File: src/design/ike_pkg.sv
package ike_pkg;

  localparam int unsigned IN_W             = 20;
  localparam int unsigned OUT_W            = 56;
  localparam int unsigned GUARD_BITS       = 11;
  localparam int unsigned SQRT_CELLS       = 32;
  localparam int unsigned DEF_FRAC_BITS    = 8;
  localparam int unsigned DEF_CORDIC_STAGES = 24;
  localparam logic [55:0] LN2_Q56          = 56'hB17217F7D1CF7A;
  localparam logic [63:0] ONE_Q56          = 64'h0100_0000_0000_0000;
  localparam logic [IN_W-1:0] TOL_RESET    = 20'd1;

  typedef struct packed {
    logic [IN_W-1:0] mass;
    logic [IN_W-1:0] momentum;
  } ike_in_t;

  typedef struct packed {
    logic [OUT_W-1:0] integral_value;
    logic             saturated;
  } ike_out_t;

  // one digit-recurrence square root step
  typedef struct packed {
    logic [32:0] rem;
    logic [31:0] root;
    logic [63:0] rad;
  } ike_sq_t;

  // hyperbolic vectoring state, all mod 2^64
  typedef struct packed {
    logic [63:0] x;
    logic [63:0] y;
    logic [63:0] z;
  } ike_cord_t;

  typedef struct packed {
    logic [IN_W-1:0] m;
    logic [IN_W-1:0] p;
    logic [39:0]     m2;
    logic [39:0]     p2;
    logic            zf;
  } ike_sqs_t;

  typedef struct packed {
    logic [93:0] a;
    logic [79:0] zsum;
    logic [39:0] m2;
    logic [5:0]  e1;
    logic [5:0]  e2;
    logic        zf;
  } ike_cds_t;

  typedef struct packed {
    logic [93:0] a;
    logic [79:0] zsum;
    logic        zf;
  } ike_tail_t;

  function automatic logic [63:0] udiv64(input logic [63:0] num, input logic [63:0] den);
    logic [63:0] q;
    logic [63:0] r;
    q = '0;
    r = '0;
    for (int b = 63; b >= 0; b--) begin
      r = {r[62:0], num[b]};
      if (r >= den) begin
        r    = r - den;
        q[b] = 1'b1;
      end
    end
    return q;
  endfunction

  function automatic logic [63:0] atanh_q56(input int unsigned i);
    logic [63:0] acc;
    acc = '0;
    for (int unsigned k = 1; i * k < 62; k += 2) begin
      acc = acc + udiv64(64'd1 << (62 - i * k), 64'(k));
    end
    return (acc + 64'd32) >> 6;
  endfunction

  function automatic int unsigned cordic_cells(input int unsigned stages);
    int unsigned n;
    n = stages;
    if (stages >= 4) n++;
    if (stages >= 13) n++;
    if (stages >= 40) n++;
    return n;
  endfunction

  // shift amount of cell idx; iterations 4, 13 and 40 run twice
  function automatic int unsigned cordic_shift(input int unsigned idx);
    int unsigned cnt;
    int unsigned res;
    cnt = 0;
    res = 1;
    for (int unsigned i = 1; i < 64; i++) begin
      if (cnt <= idx) res = i;
      cnt = cnt + ((i == 4 || i == 13 || i == 40) ? 2 : 1);
    end
    return res;
  endfunction

  function automatic logic [5:0] msb_index(input logic [32:0] x);
    logic [5:0] e;
    e = '0;
    for (int i = 0; i < 33; i++) begin
      if (x[i]) e = 6'(i);
    end
    return e;
  endfunction

endpackage

File: src/design/ike_sqrt_cell.sv
module ike_sqrt_cell
  import ike_pkg::*;
(
  input  logic    clk_i,
  input  ike_sq_t d_i,
  output ike_sq_t q_o
);

  logic [34:0] t;
  logic [34:0] trial;
  ike_sq_t     q_d;
  ike_sq_t     q_q;

  assign t     = {d_i.rem, d_i.rad[63:62]};
  assign trial = {1'b0, d_i.root, 2'b01};

  always_comb begin
    q_d.rad = {d_i.rad[61:0], 2'b00};
    if (t >= trial) begin
      q_d.rem  = 33'(t - trial);
      q_d.root = {d_i.root[30:0], 1'b1};
    end else begin
      q_d.rem  = t[32:0];
      q_d.root = {d_i.root[30:0], 1'b0};
    end
  end

  always_ff @(posedge clk_i) begin
    q_q <= q_d;
  end

  assign q_o = q_q;

endmodule

File: config.mk
export PLATFORM = sky130hd
export DESIGN_NAME = ike_sqrt_cell
export DESIGN_NICKNAME = d
export VERILOG_FILES = /design/src/design/ike_pkg.sv /design/src/design/ike_sqrt_cell.sv
export SDC_FILE = /design/constraint.sdc
export NUM_CORES = 1
export LEC_CHECK = 0
export ABC_AREA = 1
export ABC_CLOCK_PERIOD_IN_PS = 2500
export BUFFER_PORTS_ARGS = -buffer_cell sky130_fd_sc_hd__buf_2
export CAP_MARGIN = 20
export CORE_MARGIN = 2
export CORE_UTILIZATION = 48
export DETAILED_ROUTE_END_ITERATION = 7
export GPL_TIMING_DRIVEN = 0
export PLACE_DENSITY = 0.82
export RECOVER_POWER = 25
export SYNTH_ARGS = -nofsm -noshare
export SYNTH_HDL_FRONTEND = slang
export SYNTH_SLANG_ARGS = --single-unit
File: constraint.sdc
create_clock -name clk_i -period 2.5 [get_ports clk_i]
set_clock_uncertainty 0.05 [all_clocks]
set_input_delay 0.5 -clock clk_i [delete_from_list [all_inputs] [get_ports clk_i]]
set_output_delay 0.5 -clock clk_i [all_outputs]
set_load 0.02 [all_outputs]
==> impl_metrics.env <==
export IMPL_ios=259
export IMPL_grt_max_degree=17
export IMPL_syn_cell_area_sq_um=5844
export IMPL_ir_drop_uv=498.3
export IMPL_synthArstFlopShare_pct=0
export IMPL_numPortBuffers=256
export IMPL_drc_errors=0
export IMPL_final_max_slew_viol_count=0
export IMPL_dpl_cell_area_sq_um=7313
export IMPL_cp_arrival_ns=2.31
export IMPL_largest_reg_flops=127
export IMPL_p_leak_nw=4.677
export IMPL_final_layout_size_suffix_gt1_share_pct=31.13
export IMPL_clock_sinks=127
export IMPL_min_period_over_period_pct=82.26
export IMPL_synth_cells=813
export IMPL_htreeDepth=4
export IMPL_dr_pass1_iters=5
export IMPL_report_final_hold_viol_count=0
export IMPL_period_minus_slack_ns=2.057
export IMPL_pre_cts_ws_ns=0.05762
export IMPL_die_x_um=114.3
export IMPL_core_area_sq_um=11960
export IMPL_synth_largest_area_cell="dfxtp_1"
export IMPL_synth_seq_cells=127
export IMPL_synth_edf_count=0
export IMPL_synth_area_top_cells="dfxtp_1 44%, nand2_1 19%, inv_1 10%"
export IMPL_ant_nets=0
export IMPL_fin_area_sq_um=7874
export IMPL_min_to="q_o[35]"
export IMPL_fmax_ghz=0.4863
export IMPL_clk_pin_slew_worst_paths_ns=0.06
export IMPL_antenna_found_initial=1
export IMPL_grt_pass1_vias=5463
export IMPL_grt_first_pass_wirelength_um=26710
export IMPL_start_kind="input port"
export IMPL_clockBufferDepth=2
export IMPL_hp_start="d_i[33]"
export IMPL_criticalPathCategory="in -> reg"
export IMPL_powerDensity_nw_per_um2=751.8
export IMPL_yosysTopAreaCellShare_pct=43.50
export IMPL_postCtsSetupBuffers=0
export IMPL_dp_hpwl_um=14180
export IMPL_fp_dieArea_sq_um=13070
export IMPL_cts_tree="yes"
export IMPL_cts_resized=0
export IMPL_end_kind="flip-flop"
export IMPL_syn_to_final_growth_pct=34.72
export IMPL_track_usage_pct=26.57
export IMPL_hold_path_cell_count=1
export IMPL_nFillCells=1036
export IMPL_avgSynthCellArea_sq_um=7.189
export IMPL_cp_max_fo=4
export IMPL_cts_buffers=17
export IMPL_worst_slack_ns=0.4434
export IMPL_cts_hold_buf=0
export IMPL_tns_ns=0
export IMPL_num_rows=40
export IMPL_outcome="finished, final reports clean"
export IMPL_setup_viol=0
export IMPL_wirelength_um=17360
export IMPL_total_power_mw=5.920
export IMPL_synth_most_common_cell="nand2_1"
export IMPL_die_h_um=114.3
export IMPL_holdWs_ns=0.1295
export IMPL_clockRootBuffer="clkbuf_16"
export IMPL_vias=5752
export IMPL_grt_overflow_total=0
export IMPL_ys_warn_count=0
export IMPL_gp_congestion=0.8989
export IMPL_netlist_top_cells_count="299 x nand2_1, 155 x inv_1, 127 x dfxtp_1"
export IMPL_rsz0062_at_grt="no"
export IMPL_hold_path_class="in -> reg"
export IMPL_drt_iter0_drc=309
export IMPL_wl_per_cell_um=13.89
export IMPL_final_nets=1253
export IMPL_ys_types=29
export IMPL_ys_seq_area_share_pct=43.50
export IMPL_vias_per_cell=4.602
export IMPL_critPathRequiredTime_ns=2.76
export IMPL_drv_cap=0
export IMPL_start_util_pct=48.86
export IMPL_synthFlopType="dfxtp_1"
-- worst max-delay path by stage --
| stage | start | end | slack [ns] | cells after the start |
|---|---|---|---|---|
| after floorplan | d_i[78] | q_o[127] | 0.51 | 14 |
| after global placement | d_i[85] | q_o[96] | 0.04 | 15 |
| after detailed placement | d_i[76] | q_o[117] | 0.06 | 14 |
| after CTS | d_i[85] | q_o[117] | 0.47 | 14 |
| after global routing | d_i[68] | q_o[127] | 0.24 | 14 |
| final | d_i[67] | q_o[127] | 0.44 | 14 |
-- worst max-delay path: stages --
cell	delay (ns)
buf_2	0.09
inv_1	0.04
ha_1	0.34
nand2_1	0.15
nor2_1	0.26
nand2_1	0.08
nand2_1	0.12
nand2_1	0.06
nand2_1	0.22
nand2_1	0.16
nand2_1	0.09
nand2_1	0.05
nand3_1	0.09
nand2_1	0.05
-- logic make-up (layout without fill, tap and decap cells) --
logic type / after synthesis / after routing / synth area share [%]
buf+inv: 168 / 456 / 11.90
simple gates: 444 / 444 / 32.88
xor+xnor: 14 / 14 / 2.098
flops: 127 / 127 / 43.50
fa+ha+maj: 34 / 34 / 7.279
compound gates: 25 / 25 / 2.269
other cells: 1 / 3 / 0.06416
-- through the flow --
stage                     util [%]  std cells
after floorplan                  -        814
after global placement       61.14       1217
after detailed placement     61.14       1217
after CTS                    65.81       1249
after global routing         65.83       1250
final                        65.83       1250
-- layer usage --
layer / global-route usage, % / wire length (um)
met4: 8.862 / 404
met1: 30.46 / 7090
met5: 0 / 0
met3: 7.464 / 1241
met2: 47.54 / 8625
-- layout by cell type, fill, tap and decap left out, types with 2 or more instances in the layout --
cell type | Yosys | routed
nor3_1 | 9 | 9
clkbuf_8 | 0 | 2
o21ai_0 | 2 | 2
buf_6 | 4 | 4
nor2_2 | 6 | 6
nand2_1 | 299 | 299
xor2_1 | 14 | 14
nand4_1 | 3 | 3
inv_1 | 155 | 155
nor2_1 | 35 | 35
inv_2 | 4 | 4
a21oi_1 | 21 | 21
nand3b_1 | 9 | 9
buf_8 | 2 | 2
nand3_1 | 39 | 39
ha_1 | 34 | 34
conb_1 | 1 | 2
buf_2 | 0 | 256
nand2_2 | 30 | 30
and2_1 | 7 | 7
or2_2 | 2 | 2
buf_4 | 2 | 2
dfxtp_1 | 127 | 127
clkbuf_16 | 0 | 17
clkinv_2 | 0 | 2
clkinv_4 | 0 | 6
inv_6 | 1 | 5
-- cell type report --
| type | instances | area (sq um) | share of cell area, % |
|---|---|---|---|
| inverters | 160 | 605.6 | 7.691 |
| plain buffers | 8 | 90.09 | 1.144 |
| clock buffers | 19 | 452.9 | 5.752 |
| flip-flops and latches | 127 | 2542 | 32.29 |
| clock inverters | 13 | 105.1 | 1.335 |
| repair buffers | 256 | 1281 | 16.27 |
| well taps | 147 | 183.9 | 2.336 |
| multi-input cells | 519 | 2610 | 33.15 |
| diodes | 1 | 2.502 | 0.03178 |
-- power by group --
group | leakage [nW] | internal (mW) | switching [mW]
Clock | 0.275 | 1.34 | 0.971
Combinational | 3.33 | 0.473 | 0.885
Sequential | 1.07 | 2.21 | 0.0427
Power figures use the tool's default switching activity.
