==> src/design/ike_pkg.sv <==
package ike_pkg;

  localparam int unsigned IN_W             = 20;
  localparam int unsigned OUT_W            = 56;
  localparam int unsigned GUARD_BITS       = 11;
  localparam int unsigned SQRT_CELLS       = 32;
  localparam int unsigned DEF_FRAC_BITS    = 8;
  localparam int unsigned DEF_CORDIC_STAGES = 24;
  localparam logic [55:0] LN2_Q56          = 56'hB17217F7D1CF7A;
  localparam logic [63:0] ONE_Q56          = 64'h0100_0000_0000_0000;
  localparam logic [IN_W-1:0] TOL_RESET    = 20'd1;

  typedef struct packed {
    logic [IN_W-1:0] mass;
    logic [IN_W-1:0] momentum;
  } ike_in_t;

  typedef struct packed {
    logic [OUT_W-1:0] integral_value;
    logic             saturated;
  } ike_out_t;

  // one digit-recurrence square root step
  typedef struct packed {
    logic [32:0] rem;
    logic [31:0] root;
    logic [63:0] rad;
  } ike_sq_t;

  // hyperbolic vectoring state, all mod 2^64
  typedef struct packed {
    logic [63:0] x;
    logic [63:0] y;
    logic [63:0] z;
  } ike_cord_t;

  typedef struct packed {
    logic [IN_W-1:0] m;
    logic [IN_W-1:0] p;
    logic [39:0]     m2;
    logic [39:0]     p2;
    logic            zf;
  } ike_sqs_t;

  typedef struct packed {
    logic [93:0] a;
    logic [79:0] zsum;
    logic [39:0] m2;
    logic [5:0]  e1;
    logic [5:0]  e2;
    logic        zf;
  } ike_cds_t;

  typedef struct packed {
    logic [93:0] a;
    logic [79:0] zsum;
    logic        zf;
  } ike_tail_t;

  function automatic logic [63:0] udiv64(input logic [63:0] num, input logic [63:0] den);
    logic [63:0] q;
    logic [63:0] r;
    q = '0;
    r = '0;
    for (int b = 63; b >= 0; b--) begin
      r = {r[62:0], num[b]};
      if (r >= den) begin
        r    = r - den;
        q[b] = 1'b1;
      end
    end
    return q;
  endfunction

  function automatic logic [63:0] atanh_q56(input int unsigned i);
    logic [63:0] acc;
    acc = '0;
    for (int unsigned k = 1; i * k < 62; k += 2) begin
      acc = acc + udiv64(64'd1 << (62 - i * k), 64'(k));
    end
    return (acc + 64'd32) >> 6;
  endfunction

  function automatic int unsigned cordic_cells(input int unsigned stages);
    int unsigned n;
    n = stages;
    if (stages >= 4) n++;
    if (stages >= 13) n++;
    if (stages >= 40) n++;
    return n;
  endfunction

  // shift amount of cell idx; iterations 4, 13 and 40 run twice
  function automatic int unsigned cordic_shift(input int unsigned idx);
    int unsigned cnt;
    int unsigned res;
    cnt = 0;
    res = 1;
    for (int unsigned i = 1; i < 64; i++) begin
      if (cnt <= idx) res = i;
      cnt = cnt + ((i == 4 || i == 13 || i == 40) ? 2 : 1);
    end
    return res;
  endfunction

  function automatic logic [5:0] msb_index(input logic [32:0] x);
    logic [5:0] e;
    e = '0;
    for (int i = 0; i < 33; i++) begin
      if (x[i]) e = 6'(i);
    end
    return e;
  endfunction

endpackage

==> src/design/ike_cordic_cell.sv <==
module ike_cordic_cell
  import ike_pkg::*;
#(
  parameter int unsigned SHIFT = 1
) (
  input  logic      clk_i,
  input  ike_cord_t d_i,
  output ike_cord_t q_o
);

  localparam logic [63:0] ANGLE = atanh_q56(SHIFT);

  ike_cord_t q_d;
  ike_cord_t q_q;

  always_comb begin
    if (!d_i.y[63]) begin
      q_d.x = d_i.x - (d_i.y >> SHIFT);
      q_d.y = d_i.y - (d_i.x >> SHIFT);
      q_d.z = d_i.z + ANGLE;
    end else begin
      q_d.x = d_i.x + 64'($signed(d_i.y) >>> SHIFT);
      q_d.y = d_i.y + (d_i.x >> SHIFT);
      q_d.z = d_i.z - ANGLE;
    end
  end

  always_ff @(posedge clk_i) begin
    q_q <= q_d;
  end

  assign q_o = q_q;

endmodule
==> config.mk <==
export PLATFORM = sky130hd
export DESIGN_NAME = ike_cordic_cell
export DESIGN_NICKNAME = d
export VERILOG_FILES = /design/src/design/ike_pkg.sv /design/src/design/ike_cordic_cell.sv
export SDC_FILE = /design/constraint.sdc
export NUM_CORES = 1
export LEC_CHECK = 0
export BUFFER_PORTS_ARGS = -buffer_cell sky130_fd_sc_hd__buf_2
export CAP_MARGIN = 10
export CORE_MARGIN = 2
export CORE_UTILIZATION = 60
export DETAILED_ROUTE_END_ITERATION = 10
export PLACE_DENSITY = 0.85
export SYNTH_ARGS = -nofsm -noshare
export SYNTH_HDL_FRONTEND = slang
export SYNTH_SLANG_ARGS = --single-unit
==> constraint.sdc <==
create_clock -name clk_i -period 11.2 [get_ports clk_i]
set_input_delay 1.12 -clock clk_i [delete_from_list [all_inputs] [get_ports clk_i]]
set_output_delay 1.12 -clock clk_i [all_outputs]
set_load 0.05 [all_outputs]
==> flow_summary_export.csv <==
group,metric,value,unit
setup_path,cp-startpoint,"d_i[71]",
setup_path,worst-endpoint-arrival,6.25,ns
synth,synth_nets,2705,
final_layout,seqCellArea,0.00384,mm^2
outcome,status,"completed",
synth,synthCells,2291,
synth,netlist_area_pre_place,0.0179,mm^2
clock_network,clk_transition_reported_paths,0.08,ns
floorplanning,row_count,63,
drt,routed_wirelength,57700,um
place,place_congestion,0.997,
pwr,power.switching,1.87,mW
pwr,internal_power,1.81,mW
synth,synth_top_flop_cell,"sky130_fd_sc_hd__dfxtp_1",
synth,post_synthesis_sequential_element_count,192,
global_route,grt_first_pass_wirelength,89800,um
drt,vias,18700,
pwr,powerDensity,179,mW/mm^2
synth,synth.most_common_cell,"sky130_fd_sc_hd__a21oi_1",
drt,per_cell_routed_wire_length,19.1,um
global_route,grt_max_degree,82,
pwr,pwr-share-comb,55.7,%
clock_network,buffers_inserted_by_post_cts_timing_repair,0,
floorplanning,floorplan.die.height,176,um
global_route,grt_remaining_overflow,0,
clock_network,tritoncts.num_buffers,17,
global_route,grt_antenna_before_repair,10,
setup_path,crit_path_start_kind,"input port",
clock_network,cts_hold_fix_bufs,0,
clock_network,cts_tree,"done",
sta,worstMarginPinSlew,0.976,ns
synth,netlist_top_cells_area,"sky130_fd_sc_hd__dfxtp_1 22%, sky130_fd_sc_hd__ha_1 15%, sky130_fd_sc_hd__xor2_1 7.9%, sky130_fd_sc_hd__a21oi_1 7.9%, sky130_fd_sc_hd__xnor2_1 6.7%",
sta,tns,0,ns
place,port_buffers,384,
place,dp_hpwl,46600,um
pwr,static-leakage-power,9.59,nW
synth,synth_sequential_area_ratio,21.5,%
final_layout,num-fill-cells,2544,
synth,synth.top_cells.by_count,"282 x sky130_fd_sc_hd__a21oi_1, 218 x sky130_fd_sc_hd__ha_1, 201 x sky130_fd_sc_hd__nor2_1, 192 x sky130_fd_sc_hd__dfxtp_1, 162 x sky130_fd_sc_hd__xor2_1",
drt,antenna_violating_nets_post_route,0,
synth,synth_async_sr_flop_share,0,%
global_route,first_global_vias,17900,
clock_network,post_cts_resize_count,0,
sta,fmax,0.169,GHz
setup_path,crit_path_end_kind,"flip-flop",
floorplanning,floorplan.initialDensity,60.6,%
sta,setup_repair_after_global_routing_missed_its_margin,"no",
floorplanning,number_of_ports_placed_on_the_die_boundary,385,
drt,vias_per_cell,6.19,
final_layout,final_layout_size_suffix_gt1_share,17.2,%
drt,remaining_drc_errors,0,
final_layout,finish.net_count,3030,
run,cap_violations,0,
clock_network,clk_root_buffer_cell,"sky130_fd_sc_hd__clkbuf_16",
setup_path,criticalPathCategory,"input port to flip-flop",
sta,timing.final.crit_period,5.91,ns
final_layout,largest_register_ff_count,192,
floorplanning,die_footprint,0.0311,mm^2
synth,netlist-cell-type-count,86,
setup_path,critical_path.max_stage_delay,0.61,ns
synth,post-synth-top-area-cell,"sky130_fd_sc_hd__dfxtp_1",
drt,drt-pass1-iter-count,6,
final_layout,finish.utilization,70.0,%
setup_path,timing.critical_path.required,11.54,ns
final_layout,area_of_the_multi_input_gates,0.0134,mm^2
clock_network,clock_sinks,192,
setup_path,critical_path.cell_chain,"buf_2 -> or4_1 -> or3_1 -> nor3_2 -> nand4_1 -> and4b_1 -> nor3b_2 -> a21oi_1 -> xor2_1 -> ha_1 -> a21oi_1 -> nor2b_1 -> o21ai_0 -> nand2b_1 -> a211oi_1 -> nor2b_1 -> a21oi_1 -> a221oi_1 -> o21ai_0 -> xor2_1",
sta,timing.final.max_slew_violations,0,
pwr,netSwitchingFraction,50.8,%
setup_path,path_common_cell,"sky130_fd_sc_hd__a21oi_1",
drt,drt_iter0_drc,1410,
setup_path,timing.critical_path.fanout_max,7,
sta,slew_headroom,34.9,%
floorplanning,fp.dieW,176,um
synth,synth_largest_type_area_fraction,21.5,%
sta,timing.final.setup_violations,0,
pwr,power.share.sequential,25.9,%
clock_network,cts_buffer_depth,2,
pwr,vdd.ir_drop.worst,0.149,mV
synth,yosys_warnings,0,
clock_network,htreeDepth,4,
final_layout,area.growth.synth_to_final,15.5,%
hold_path,worst_hold_startpoint,"d_i[0]",
sta,final.period_utilization,52.8,%
synth,syn_area_cell,7.79,um^2
global_route,grt.total_usage,35.8,%
pwr,p_clk_share,18.4,%
floorplanning,core_region_area,0.0295,mm^2
hold_path,hold_path.class,"input port to flip-flop",
setup_path,slowest_stage,"sky130_fd_sc_hd__or4_1",
synth,synth-edff-count,0,
sta,final_hold_viol_count,0,
logic make-up (layout without fill, tap and decap cells):
logic type	count (synthesis)	count (layout)	synth area share [%]
compound gates	727	727	25.4
xor+xnor	298	298	14.6
fa+ha+maj	221	221	15.6
buf+inv	155	493	3.32
flops	192	192	21.5
mux	4	4	0.238
other cells	0	5	0
simple gates	694	694	19.3
area by class of cell:
cell class              instances  area share, %
flip-flops and latches        192           18.6
multi-input cells            1944           65.0
clock buffers                  17           2.06
well taps                     390           2.37
diodes                          5         0.0607
clock inverters                15           1.05
repair buffers                387           9.44
inverters                      74           1.35
worst paths after layout:
| kind | end | slack (ns) | cells after the start |
|---|---|---|---|
| setup / recovery | q_o[185]$_DFF_P_ | 5.29 | 20 |
| hold / removal | q_o[0]$_DFF_P_ | 0.87 | 2 |
layer usage:
metal  routed length (um)  share of wire (%)  up-vias  GRT usage (%)
li1                     -                  -     8982              -
met1                22600                 39     8657           41.4
met2                27600                 48      866           62.1
met3                 4320                7.5      208           7.43
met4                 3100                5.4       10           19.0
met5                   60               0.10        -              0
metrics by stage:
stage / hold WS, ns / setup WS, ns / area, um^2 / instances / power (mW)
after floorplan: 1.22 / 5.82 / 17900 / 2291 / 2.49
after global routing: 0.868 / 4.90 / 20600 / 3022 / 3.86
after detailed placement: 1.33 / 4.98 / 20000 / 2987 / 2.99
after CTS: 0.857 / 5.41 / 20600 / 3019 / 3.67
after global placement: 1.32 / 5.18 / 20000 / 2987 / 2.98
final: 0.866 / 5.29 / 20600 / 3024 / 3.68
worst max-delay path, delay by kind of cell:
family | cells | cell delay (ns)
AO/OA/AOI/OAI | 7 | 1.55
XOR/XNOR | 2 | 0.40
adder cells (fa/ha/maj) | 1 | 0.29
buffers and inverters | 1 | 0.12
AND/OR/NAND/NOR | 9 | 2.77
placed cells by master, fill, tap and decap left out, drive strengths merged, types with 13 or more instances in the layout:
cell    instances
nor4           24
xor2          162
o31ai          13
xnor2         136
nand2b         25
nand4          56
a31oi          39
nor2          201
o21a           15
o211ai         16
o21ai         122
dfxtp         192
o21bai         45
or3            17
clkbuf         17
nand3          42
ha            218
inv            80
nand2         149
a211oi         20
buf           387
a21o           96
nor2b          34
and2           15
and3           22
a21oi         283
nor3           62
power groups by stage:
stage / clock (mW) / sequential (mW) / combinational, mW
final: 0.676 / 0.955 / 2.05
after CTS: 0.683 / 0.955 / 2.04
after floorplan: 0 / 1.70 / 0.784
after global placement: 0 / 0.964 / 2.01
after detailed placement: 0 / 0.968 / 2.03
after global routing: 0.713 / 0.971 / 2.18
(Power assumes the default switching activity.)
